File: src/hw/rtl/dpwt_ram.sv
module dpwt_ram #(
    parameter int unsigned WIDTH = 8,
    parameter int unsigned DEPTH = 16
) (
    input  logic                     i_clk,
    input  logic                     i_we,
    input  logic [$clog2(DEPTH)-1:0] i_waddr,
    input  logic [WIDTH-1:0]         i_wdata,
    input  logic [$clog2(DEPTH)-1:0] i_raddr,
    output logic [WIDTH-1:0]         o_rdata
);
    logic [WIDTH-1:0] r_mem [DEPTH];

    always_ff @(posedge i_clk) begin
        if (i_we) begin
            r_mem[i_waddr] <= i_wdata;
        end
        o_rdata <= r_mem[i_raddr];
    end
endmodule

File: config.mk
export PLATFORM = sky130hd
export DESIGN_NAME = dpwt_ram
export DESIGN_NICKNAME = d
export VERILOG_FILES = /design/src/hw/rtl/dpwt_ram.sv
export SDC_FILE = /design/constraint.sdc
export NUM_CORES = 1
export LEC_CHECK = 0
export ABC_AREA = 1
export BUFFER_PORTS_ARGS = -buffer_cell sky130_fd_sc_hd__buf_2
export CORE_ASPECT_RATIO = 2
export CORE_MARGIN = 5
export CORE_UTILIZATION = 50
export DETAILED_ROUTE_END_ITERATION = 16
export PLACE_DENSITY = 0.67
export REMOVE_ABC_BUFFERS = 1
export SLEW_MARGIN = 20
export SYNTH_ARGS = -nofsm -noshare
export SYNTH_HDL_FRONTEND = slang
export SYNTH_SLANG_ARGS = --single-unit
File: constraint.sdc
create_clock -name i_clk -period 3.2 [get_ports i_clk]
set_clock_uncertainty 0.05 [all_clocks]
set_input_delay 0.32 -clock i_clk [delete_from_list [all_inputs] [get_ports i_clk]]
set_output_delay 0.32 -clock i_clk [all_outputs]
set_load 0.005 [all_outputs]
# Yosys cells after proc, flatten, opt, wreduce, memory -nomap -nowiden
# Memory sizes are Yosys's and may differ from the RTL's. A register that Yosys moved wholly into a read port is not among the register bits.
# Index checks and enable logic that the tools add are counted.
[word_totals]
regBits = 0
mem_bits_rw = 128
inputBits = 18
mem_count = 1
[op_classes]
n_mux = 2
[mem_list]
columns = ["name", "depth", "word_bits", "read_ports", "rd_clocked_by_memory_dff", "write_ports", "line_no", "source"]
rows = [
  ["r_mem", 16, 8, 1, 1, 1, "12", "logic [WIDTH-1:0] r_mem [DEPTH];"],
]
[ops]
columns = ["operator", "n"]
rows = [
  ["1-bit 2-to-1 mux", 2],
]

# Longest topological paths before layout
[depth]
word_depth = 2
ltp_mapped = 8

# Worst setup path after synthesis
# Ideal clock, no wire load.
[synth_path]
path_type = "input -> register"
start = "in i_waddr[2]"
end = "mem r_mem[10][0], enable pin"
setup_time_ps = 370
arrival_ps = 901
required_ps = 2780
path_slack_ps = 1879
path_stages = 2
n_path_buf = 0
cell_sequence = "nand3b_1 -> nor2_1"
[synth_lines]
columns = ["item", "line_no", "source"]
rows = [
  ["from (decl)", "7", "input logic [$clog2(DEPTH)-1:0] i_waddr,"],
  ["to (decl)", "12", ""],
]
# Straight into the memory's write port.

==> summary.md <==
| Metric | Value |
|---|---|
| Rel. slew slack | `0.4503` |
| Setup crit start | `i_raddr[0]` |
| Hold buffer count at cts | `0` |
| Root Buffer | `clkbuf_16` |
| Fmax | `719.5 MHz` |
| TritonCTS Buffers | `17` |
| Fill cells | `1030` |
| Gate Count Post-Synth | `551` |
| Reg-to-Reg Start | `r_mem[0][7]` |
| Lkg Pwr | `2.798 nW` |
| Final setup TNS | `0 ns` |
| Synthesized area | `5767 sq um` |
| Avg WL per Cell | `18.47 microns` |
| Drt total wl | `13.47 mm` |
| H-tree depth | `4` |
| Cell taking the most area after synthesis | `edfxtp_1` |
| Top area cells in the synthesized netlist | `edfxtp_1, nand2_1, nand3_1, inv_1, dfxtp_1` |
| RSZ-0062 raised after global routing | `no` |
| Worst-skew pair later-pin latency | `0.42 ns` |
| CP Max Fanout | `64` |
| Main flop type after synthesis | `edfxtp_1` |
| CP Buf/Inv Count | `2` |
| Top cell type's share of synthesized area | `0.6665` |
| Cells along the critical path | `buf_2 > buf_4 > nand2_1 > nand3_1 > nand3_1 > nand3_1 > nand2_1` |
| Final setup fails | `0` |
| Chip Height | `161.9 microns` |
| Share of cells above drive strength 1 | `0.1039` |
| Final #Nets | `592` |
| Grt ovf | `0` |
| 1st-pass router iterations | `4` |
| DP HPWL | `8.656 mm` |
| PD cells | `619.5 nW/um^2` |
| Register area share after synthesis | `0.6943` |
| Crit-path max cell delay | `0.52 ns` |
| Library cells used by synthesis | `12` |
| Combinational Power Share | `0.059` |
| CP Class | `primary input to flop` |
| Starting Density | `0.5110` |
| Vias/cell | `5.207` |
| Antenna violations before repair | `0` |
| Post_cts resized | `0` |
| Status | `finished clean` |
| CTS tree | `done` |
| Min cycle time layout | `1.390 ns` |
| Clock group share of total power | `0.441` |
| Fin. Hold Viols | `0` |
| Drc violations | `0` |
| Switching pwr | `0.0009002 W` |
| Row Count | `55` |
| Fin crit share | `0.4343` |
| FF+latch count, synth | `136` |
| CTS Sinks | `136` |
| Switching share of power | `0.2243` |
| Worst hold slack | `0.2159 ns` |
| CTS max path bufs | `2` |
| I/O pin total | `26` |
| Arrival time at the worst endpoint | `1.65 ns` |
| Global-route wire length before repair | `21.00 mm` |
| GPL Wtd Cong | `0.8254` |
| CTS clk-pin slew, worst paths | `0.06 ns` |
| Hold Crit Start | `i_raddr[3]` |
| Crit start category | `primary input` |
| Max_cap viols | `0` |
| Count leader, synth | `nand2_1` |
| GR Util All Layers | `0.2092` |
| CP most frequent cell | `nand3_1` |
| Die width | `85.94 microns` |
| Synth warn | `0` |
| Peak VDD IR | `414.7 uV` |
| Routed via count | `3796` |
| Vias in the first global route | `3945` |
| Area Overhead vs Synth | `12.32%` |
| Post-CTS setup buffer count | `0` |
| Slew @ Worst Pin | `0.8215 ns` |
| Max-slew violations | `0` |
| Sequential power share | `0.500` |
| Synth cell count leaders | `nand2_1, edfxtp_1, inv_1` |
| Syn_area_per_cell | `10.47 sq um` |
| Worst min path class | `primary input to flop` |
| Initial drt markers | `250` |
| Port bufs | `25` |
| Post-synth EDFFs | `128` |
| Top Family by Delay on Critical Path | `simple AND/OR/NAND/NOR gates` |
| Antenna Cells | `0` |
| Detail Route Antenna Nets | `0` |
| Die area | `13910 sq um` |
| Core area | `11290 sq um` |
| Critical Path RT | `3.46 ns` |
| Post-synthesis async set-or-reset flop share | `0` |
| Pint | `0.003112 W` |
| Placed cell count | `697` |
| Largest net degree at the start of global routing | `65` |
| Worst Setup End Kind | `flop` |
| Slowest-stage cell, CP | `buf_4` |
| Post-route insts no fill | `729` |
## worst reg2reg max path: cells and delay by family (launching register included)
kind	cells	cell delay [ns]
buffers and inverters	1	0.07
flip-flops	1	0.38
AND/OR/NAND/NOR	5	0.60
## cell type report
class	instances	area (sq um)	share of cell area
tap	142	177.7	0.02743
clock buffer	18	429.2	0.06625
inverter	102	382.9	0.05911
multi-input combinational	289	1214	0.1874
clock inverter	14	110.1	0.01700
timing repair buffer	28	160.2	0.02472
sequential	136	4004	0.6181
## sequential cells by signal (all words and copies together) (netlist names)
signal	count
r_mem	128
o_rdata	8
## kinds of logic after synthesis
| family | Yosys count | synth area share |
|---|---|---|
| buffers and inverters | 126 | 0.09525 |
| DFF | 136 | 0.6943 |
| and+or+nand+nor | 289 | 0.2105 |
## cell usage in the layout, fill, tap and decap left out
cell type / n
buf_12: 1
buf_2: 25
buf_4: 2
bufinv_16: 1
clkbuf_1: 1
clkbuf_16: 17
clkinv_2: 8
clkinv_4: 2
clkinvlp_4: 3
dfxtp_1: 8
edfxtp_1: 128
inv_1: 100
inv_2: 2
nand2_1: 173
nand3_1: 97
nand3b_1: 2
nor2_1: 17
## final timing paths
check                                  end  slack, ns  cells past startpoint
worst max-delay path            o_rdata[7]       1.81                      7
worst min register to register  o_rdata[5]       0.61                      6
worst min-delay path            o_rdata[4]       0.22                      3
worst max register to register  o_rdata[7]       2.01                      6
## power by group through the flow
stage          Clock (W)  Sequential [W]  Combinational [W]
3_3_place_gp           0         0.00204           0.000233
3_5_place_dp           0         0.00204           0.000237
2_1_floorplan          0         0.00204           0.000107
6_report         0.00177         0.00201           0.000236
4_1_cts          0.00179         0.00201           0.000238
5_1_grt          0.00186         0.00201           0.000262
## routing by layer
metal,share of wire,up-vias,global-route usage
li1,-,1818,-
met1,0.37,1836,0.2234
met2,0.55,111,0.3725
met3,0.045,31,0.04416
met4,0.039,0,0.1189
met5,0,-,0
## through the flow
step | power [W] | worst slack (ns) | utilization | area [sq um]
floorplan | 0.002147 | 1.850 | - | 5600
global placement | 0.002275 | 1.426 | 0.5262 | 5938
detailed placement | 0.002280 | 1.407 | 0.5262 | 5938
CTS | 0.004035 | 1.848 | 0.5739 | 6477
global route | 0.004130 | 1.723 | 0.5739 | 6477
finish | 0.004013 | 1.810 | 0.5739 | 6477
Note: power is estimated with default switching activity, not from simulation.
