**config.mk**
```make
export PLATFORM = sky130hd
export DESIGN_NAME = dpwt_div
export DESIGN_NICKNAME = d
export VERILOG_FILES = /design/src/hw/rtl/dpwt_pkg.sv /design/src/hw/rtl/dpwt_div.sv
export SDC_FILE = /design/constraint.sdc
export NUM_CORES = 1
export LEC_CHECK = 0
export ABC_AREA = 1
export BUFFER_PORTS_ARGS = -buffer_cell sky130_fd_sc_hd__clkbuf_2
export CORE_ASPECT_RATIO = 0.75
export CORE_MARGIN = 2
export CORE_UTILIZATION = 30
export DETAILED_ROUTE_END_ITERATION = 12
export GPL_TIMING_DRIVEN = 0
export PLACE_DENSITY = 0.46
export SLEW_MARGIN = 0
export SYNTH_ARGS = -nofsm -noshare
export SYNTH_HDL_FRONTEND = slang
export SYNTH_SLANG_ARGS = --single-unit
```
**constraint.sdc**
```tcl
create_clock -name i_clk -period 8 [get_ports i_clk]
set_clock_uncertainty 0.05 [all_clocks]
set_input_delay 1.2 -clock i_clk [delete_from_list [all_inputs] [get_ports i_clk]]
set_output_delay 1.2 -clock i_clk [all_outputs]
set_load 0.03 [all_outputs]
```
**src/hw/rtl/dpwt_pkg.sv**
```systemverilog
package dpwt_pkg;

    localparam int unsigned PAGE_W = 36;
    localparam int unsigned TIME_W = 32;
    localparam int unsigned LIM_W  = 17;
    localparam int unsigned CNT_W  = 16;
    localparam int unsigned STAT_W = 3;

    localparam logic [1:0] OP_WRITE = 2'd0;
    localparam logic [1:0] OP_ROUND = 2'd1;
    localparam logic [1:0] OP_SCAN  = 2'd2;

    localparam logic [STAT_W-1:0] ST_DONE  = 3'd0;
    localparam logic [STAT_W-1:0] ST_OVER  = 3'd1;
    localparam logic [STAT_W-1:0] ST_SAVED = 3'd2;
    localparam logic [STAT_W-1:0] ST_FULL  = 3'd3;
    localparam logic [STAT_W-1:0] ST_ZERO  = 3'd4;
    localparam logic [STAT_W-1:0] ST_ROUND = 3'd5;

    localparam logic [0:0] REG_SCAN_LIMIT = 1'd0;
    localparam logic [0:0] REG_SAVE_LIMIT = 1'd1;

    localparam logic [LIM_W-1:0] SCAN_LIMIT_RST = 17'd1025;
    localparam logic [LIM_W-1:0] SAVE_LIMIT_RST = 17'd257;

    // dividend 66 bits (32*17*17), divisor 35 bits (17*17*2)
    localparam int unsigned DVD_W = 66;
    localparam int unsigned DVS_W = 35;

    typedef struct packed {
        logic             start;
        logic [DVD_W-1:0] dividend;
        logic [DVS_W-1:0] divisor;
    } t_div_req;

    typedef struct packed {
        logic              done;
        logic [TIME_W-1:0] quotient;
    } t_div_rsp;

endpackage

```
**src/hw/rtl/dpwt_div.sv**
```systemverilog
// Restoring divider, one quotient bit a cycle; saturates to all ones.
module dpwt_div (
    input  logic              i_clk,
    input  logic              i_rst_n,
    input  dpwt_pkg::t_div_req i_req,
    output dpwt_pkg::t_div_rsp o_rsp
);
    localparam int unsigned DVD_W = dpwt_pkg::DVD_W;
    localparam int unsigned DVS_W = dpwt_pkg::DVS_W;
    localparam int unsigned CW    = $clog2(DVD_W + 1);

    logic [DVD_W-1:0]  r_num, n_num;
    logic [DVS_W:0]    r_rem, n_rem;
    logic [DVS_W-1:0]  r_den;
    logic [DVD_W-1:0]  r_q, n_q;
    logic [CW-1:0]     r_cnt;
    logic              r_busy;
    logic              r_done;
    logic [DVS_W+1:0]  w_shift;

    always_comb begin
        w_shift = {r_rem, r_num[DVD_W-1]};
        n_num   = {r_num[DVD_W-2:0], 1'b0};
        if (w_shift >= {2'b00, r_den}) begin
            n_rem = (DVS_W+1)'(w_shift - {2'b00, r_den});
            n_q   = {r_q[DVD_W-2:0], 1'b1};
        end else begin
            n_rem = w_shift[DVS_W:0];
            n_q   = {r_q[DVD_W-2:0], 1'b0};
        end
    end

    always_ff @(posedge i_clk) begin
        if (!i_rst_n) begin
            r_busy <= 1'b0;
            r_done <= 1'b0;
        end else begin
            r_done <= 1'b0;
            if (i_req.start) begin
                r_busy <= 1'b1;
                r_num  <= i_req.dividend;
                r_den  <= i_req.divisor;
                r_rem  <= '0;
                r_q    <= '0;
                r_cnt  <= CW'(DVD_W);
            end else if (r_busy) begin
                r_num <= n_num;
                r_rem <= n_rem;
                r_q   <= n_q;
                r_cnt <= r_cnt - 1'b1;
                if (r_cnt == CW'(1)) begin
                    r_busy <= 1'b0;
                    r_done <= 1'b1;
                end
            end
        end
    end

    // divisor zero gives all ones quotient naturally
    assign o_rsp.done     = r_done;
    assign o_rsp.quotient = (|r_q[DVD_W-1:32]) ? '1 : r_q[31:0];
endmodule

```
---- Yosys cells after proc, flatten, opt, wreduce, memory -nomap -nowiden ----
Index checks and enable logic that the tools add are counted.
operators by class
  mux-type cells .......................... 12
  equal/unequal tests ..................... 1
  reductions and logical operators ........ 5
  $add $sub $neg .......................... 2
  bitwise gates (word level) .............. 2
  order comparisons ....................... 1
operator list
  operator                                             number
  2-to-1 mux 66 bit                                    3
  2-to-1 mux 36 bit                                    2
  >= comparator 37 x 35 -> 1 bit                       1
  subtractor 36 x 35 -> 36 bit                         1
  OR reduction 34 bit                                  1
  2-to-1 mux 32 bit                                    1
  equality test 7 x 1 -> 1 bit, second input constant  1
  2-to-1 mux 7 bit                                     1
  subtractor 7 x 1 -> 7 bit, second input constant     1
  2-to-1 mux 1 bit                                     5
  AND reduction 2 bit                                  2
  OR reduction 3 bit                                   1
  NOT 1 bit                                            2
  nonzero test 2 bit                                   1
word-level totals
  flip-flop bits (word level) ............. 212
  word-level logic and storage cells ...... 30

---- Longest topological paths before layout ----
  depth in word-level cells ............... 4
  depth in mapped cells ................... 18
  gate-level depth less buffers ........... 16

---- Least setup slack after synthesis ----
No wires, ideal clock.
  kind .................................... input to register
  start point ............................. input i_req[101] (netlist bit)
  end point ............................... register r_cnt[0] (enable)
  setup time .............................. 0.541 ns
  buffers on the path ..................... 2
  data required time ...................... 7.409 ns
  slack ................................... 1.955 ns
  stages on the path ...................... 4
  arrival ................................. 5.454 ns
  cells stage by stage .................... clkbuf_1 -> clkbuf_1 -> nand2_1 -> nand2_1
between the ends
  cells in the longest elaborated chain, start to end .. 2
RTL lines
  element                               line            text
  from (decl)                           dpwt_div.sv:5   input dpwt_pkg::t_div_req i_req,
  nonzero test 2 bit (no source line)   n/a
  AND reduction 2 bit (no source line)  n/a
  to (signal assigned)                  dpwt_div.sv:45  r_cnt <= CW'(DVD_W);
  to (signal assigned)                  dpwt_div.sv:50  r_cnt <= r_cnt - 1'b1;
  to (decl)                             dpwt_div.sv:16  logic [CW-1:0] r_cnt;
No other way between the ends.
A chain may end at the register's enable or synchronous reset.

==> flow_summary_export.csv <==
group,metric,value,unit
run_status,status,"completed",
detailed_routing,drc,0,
placed_design,dp_cells,2012,
global_routing,first_global_vias,8743,
detailed_routing,drt-initial-drc-count,547,
floorplanning,num_io_pins,137,
cells_and_area,areaGrowthSynthToFinish,19.1,%
placed_design,gp_congestion,0.897,
global_routing,grt_pass1_wl,47100,µm
floorplanning,fp.dieH,174,µm
worst_setup_path,worstSetupPathType,"register to output pin",
power,vdd_drop_max,155,µV
global_routing,grtUsageTotal,0.148,
worst_setup_path,slowest_stage,"nor4_1",
clock_tree,htree_levels,1,
floorplanning,num_rows,62,
clock_tree,cts_buffer_depth,3,
cells_and_area,drive_gt1_frac,0.139,
worst_setup_path,cpLargestDelayFamily,"simple AND/OR/NAND/NOR gates",
floorplanning,fp.dieArea,0.0400,mm²
min_path,hp-class,"register to register",
detailed_routing,first_pass_iters,7,
detailed_routing,viasPerCell,4.35,
worst_setup_path,cpPeakStageDelay,0.78,ns
timing,drv_slew,0,
worst_setup_path,worstPathRequired,6.75,ns
cells_and_area,nFillCells,4054,
logic_synthesis,async_reset_ff_frac,0,
global_routing,antenna_found_initial,1,
timing,setup_tns,0,ns
clock_tree,clk_pin_slew,0.06,ns
timing,timing.fmax,235,MHz
clock_tree,clockRootBuffer,"clkbuf_16",
timing,tightest_slew,0.919,ns
clock_tree,clkSinkCount,212,
detailed_routing,route.antenna.remaining_nets,0,
timing,rsz0062_at_grt,"no",
detailed_routing,wl,29500,µm
logic_synthesis,post_synth_num_cell_types,40,
logic_synthesis,synth-warning-count,0,
worst_setup_path,r2r_slack,5.24,ns
worst_setup_path,crit_arrival,3.00,ns
logic_synthesis,synth_edf_count,210,
worst_setup_path,worstPathCellList,"nor4_1 > nand4_1 > nor4_1 > clkbuf_1 > nand2_1 > clkbuf_2",
power,p_leak,0.00642,µW
detailed_routing,wl_per_cell,14.3,µm
worst_setup_path,end_kind,"output pin",
worst_setup_path,crit_buf_inv,2,
placed_design,port_buffers,135,
floorplanning,initial_core_util,0.302,
cells_and_area,nets,1669,
cells_and_area,stdcell_count,2058,
logic_synthesis,ys.flop_type,"edfxtp_1",
worst_setup_path,cp-start-kind,"register",
logic_synthesis,ys_seq_elements,212,
clock_tree,worstSkewPairLatency,0.55,ns
global_routing,grt_max_degree,54,
logic_synthesis,syn_area_per_cell,8.46,µm²
logic_synthesis,synthesis.area,0.0115,mm²
logic_synthesis,syn-num-nets,1504,
clock_tree,cts_repair_resize_count,0,
logic_synthesis,yosysSeqAreaShare,0.551,
timing,relSlewSlack,0.382,
power,power_density,235,mW/mm²
timing,setup_viol,0,
floorplanning,die_width,230,µm
global_routing,overflow,0,
power,total_power,3230,µW
placed_design,post-dp-hpwl,22200,µm
timing,whs,0.456,ns
timing,period_share,0.531,
worst_setup_path,crit_top_cell,"nor4_1",
clock_tree,cts_hold_buffers,0,
timing,hold_violations,0,
clock_tree,cts_tree,"yes",
clock_tree,numCtsBuffers,25,
timing,layout_min_cycle_time,4.25,ns
job,cap_violations,0,
logic_synthesis,synth_cells,1362,
worst_setup_path,path_max_fanout,10,
floorplanning,core,0.0381,mm²
detailed_routing,vias,8955,
clock_tree,cts_setup_buffers,0,
==> flip-flops by register name, summed over array words and instances, names as in the netlist <==
register	count
r_busy	1
r_cnt	7
r_den	35
r_done	1
r_num	66
r_q	66
r_rem	36
==> cell families after synthesis <==
| group | after synthesis | synth area share |
|---|---|---|
| buffers and inverters | 259 | 0.0881 |
| DFF | 212 | 0.551 |
| adders and majority gates | 38 | 0.0419 |
| and+or+nand+nor | 747 | 0.265 |
| AOI/OAI and AO/OA | 87 | 0.0398 |
| xor gates and xnor gates | 19 | 0.0145 |
==> cell usage in the layout, fill, tap and decap left out, types with 5 or more instances in the layout <==
master     synthesis  layout
nand2_1          462     461
inv_1            218     217
edfxtp_1         210     210
nor2_1           188     188
clkbuf_2           0     135
o21ai_0           41      41
ha_1              37      37
a21oi_1           36      36
nand3_1           36      36
clkbuf_1          26      30
clkbuf_16          0      25
xor2_1            18      18
nor2_2            17      17
nor4_1            11      11
nand4_1           11      11
clkinv_1           0       6
buf_1              5       5
nand3b_1           5       5
==> cell usage after synthesis, drive strengths merged, types with 11 or more instances <==
library cell	count	area share
nand2	466	0.15
inv	221	0.072
edfxtp	210	0.55
nor2	206	0.071
o21ai	42	0.018
nand3	39	0.019
ha	37	0.040
a21oi	36	0.016
clkbuf	26	0.0085
xor2	18	0.014
buf	12	0.0076
nand4	11	0.0060
nor4	11	0.0060
==> stage by stage <==
step / setup WS, ns / cell area (µm²) / util
detailed placement: 4.16 / 12900 / 0.339
global placement: -0.374 / 12800 / 0.337
floorplan: 1.95 / 11500 / -
global route: 3.30 / 13700 / 0.360
CTS: 3.56 / 13700 / 0.360
finish: 3.75 / 13700 / 0.360
==> where the power goes <==
part	switching (µW)	internal [µW]
Clock	478	640
Combinational	469	241
Sequential	38.6	1360
Total	986	2240
==> per-layer routing <==
layer | vias up | routed length, µm | global-route usage | part of all wire
li1 | 4635 | - | - | -
met5 | - | 0 | 0 | 0
met2 | 200 | 11500 | 0.203 | 0.39
met1 | 4089 | 15500 | 0.229 | 0.52
met3 | 31 | 2040 | 0.0380 | 0.069
met4 | 0 | 528 | 0.0328 | 0.018
==> final timing paths <==
kind	endpoint	depth (start not counted)	start
max	o_rsp[15]	6	r_q[57]$_SDFFCE_PP0P_
min	r_num[55]$_DFFE_PP_	2	r_num[54]$_DFFE_PP_
max reg2reg	r_rem[18]$_SDFFCE_PP0P_	13	r_rem[18]$_SDFFCE_PP0P_
min reg2reg	r_num[55]$_DFFE_PP_	2	r_num[54]$_DFFE_PP_
==> worst reg2reg max path, stage by stage (launching register included) <==
cell and delay [ns]:
edfxtp_1 0.39, ha_1 0.40, nand2_2 0.14, inv_1 0.05, nand2_1 0.05, nand3_1 0.13, a21oi_1 0.25, nand3_2 0.23
nand3_4 0.18, nand2_4 0.07, buf_8 0.15, buf_2 0.18, o21ai_0 0.19, nor2_1 0.06
==> final cells by class <==
type | count | area, µm² | share of cell area
flip-flops and latches | 212 | 6350 | 0.463
multi-input cells | 891 | 4160 | 0.304
inverters | 221 | 830 | 0.0605
repair buffers | 138 | 758 | 0.0553
clock buffers | 29 | 641 | 0.0467
well taps | 512 | 641 | 0.0467
plain buffers | 38 | 185 | 0.0135
clock inverters | 15 | 143 | 0.0104
diodes | 2 | 5.00 | 0.000365
Power figures use the tool's default switching activity.
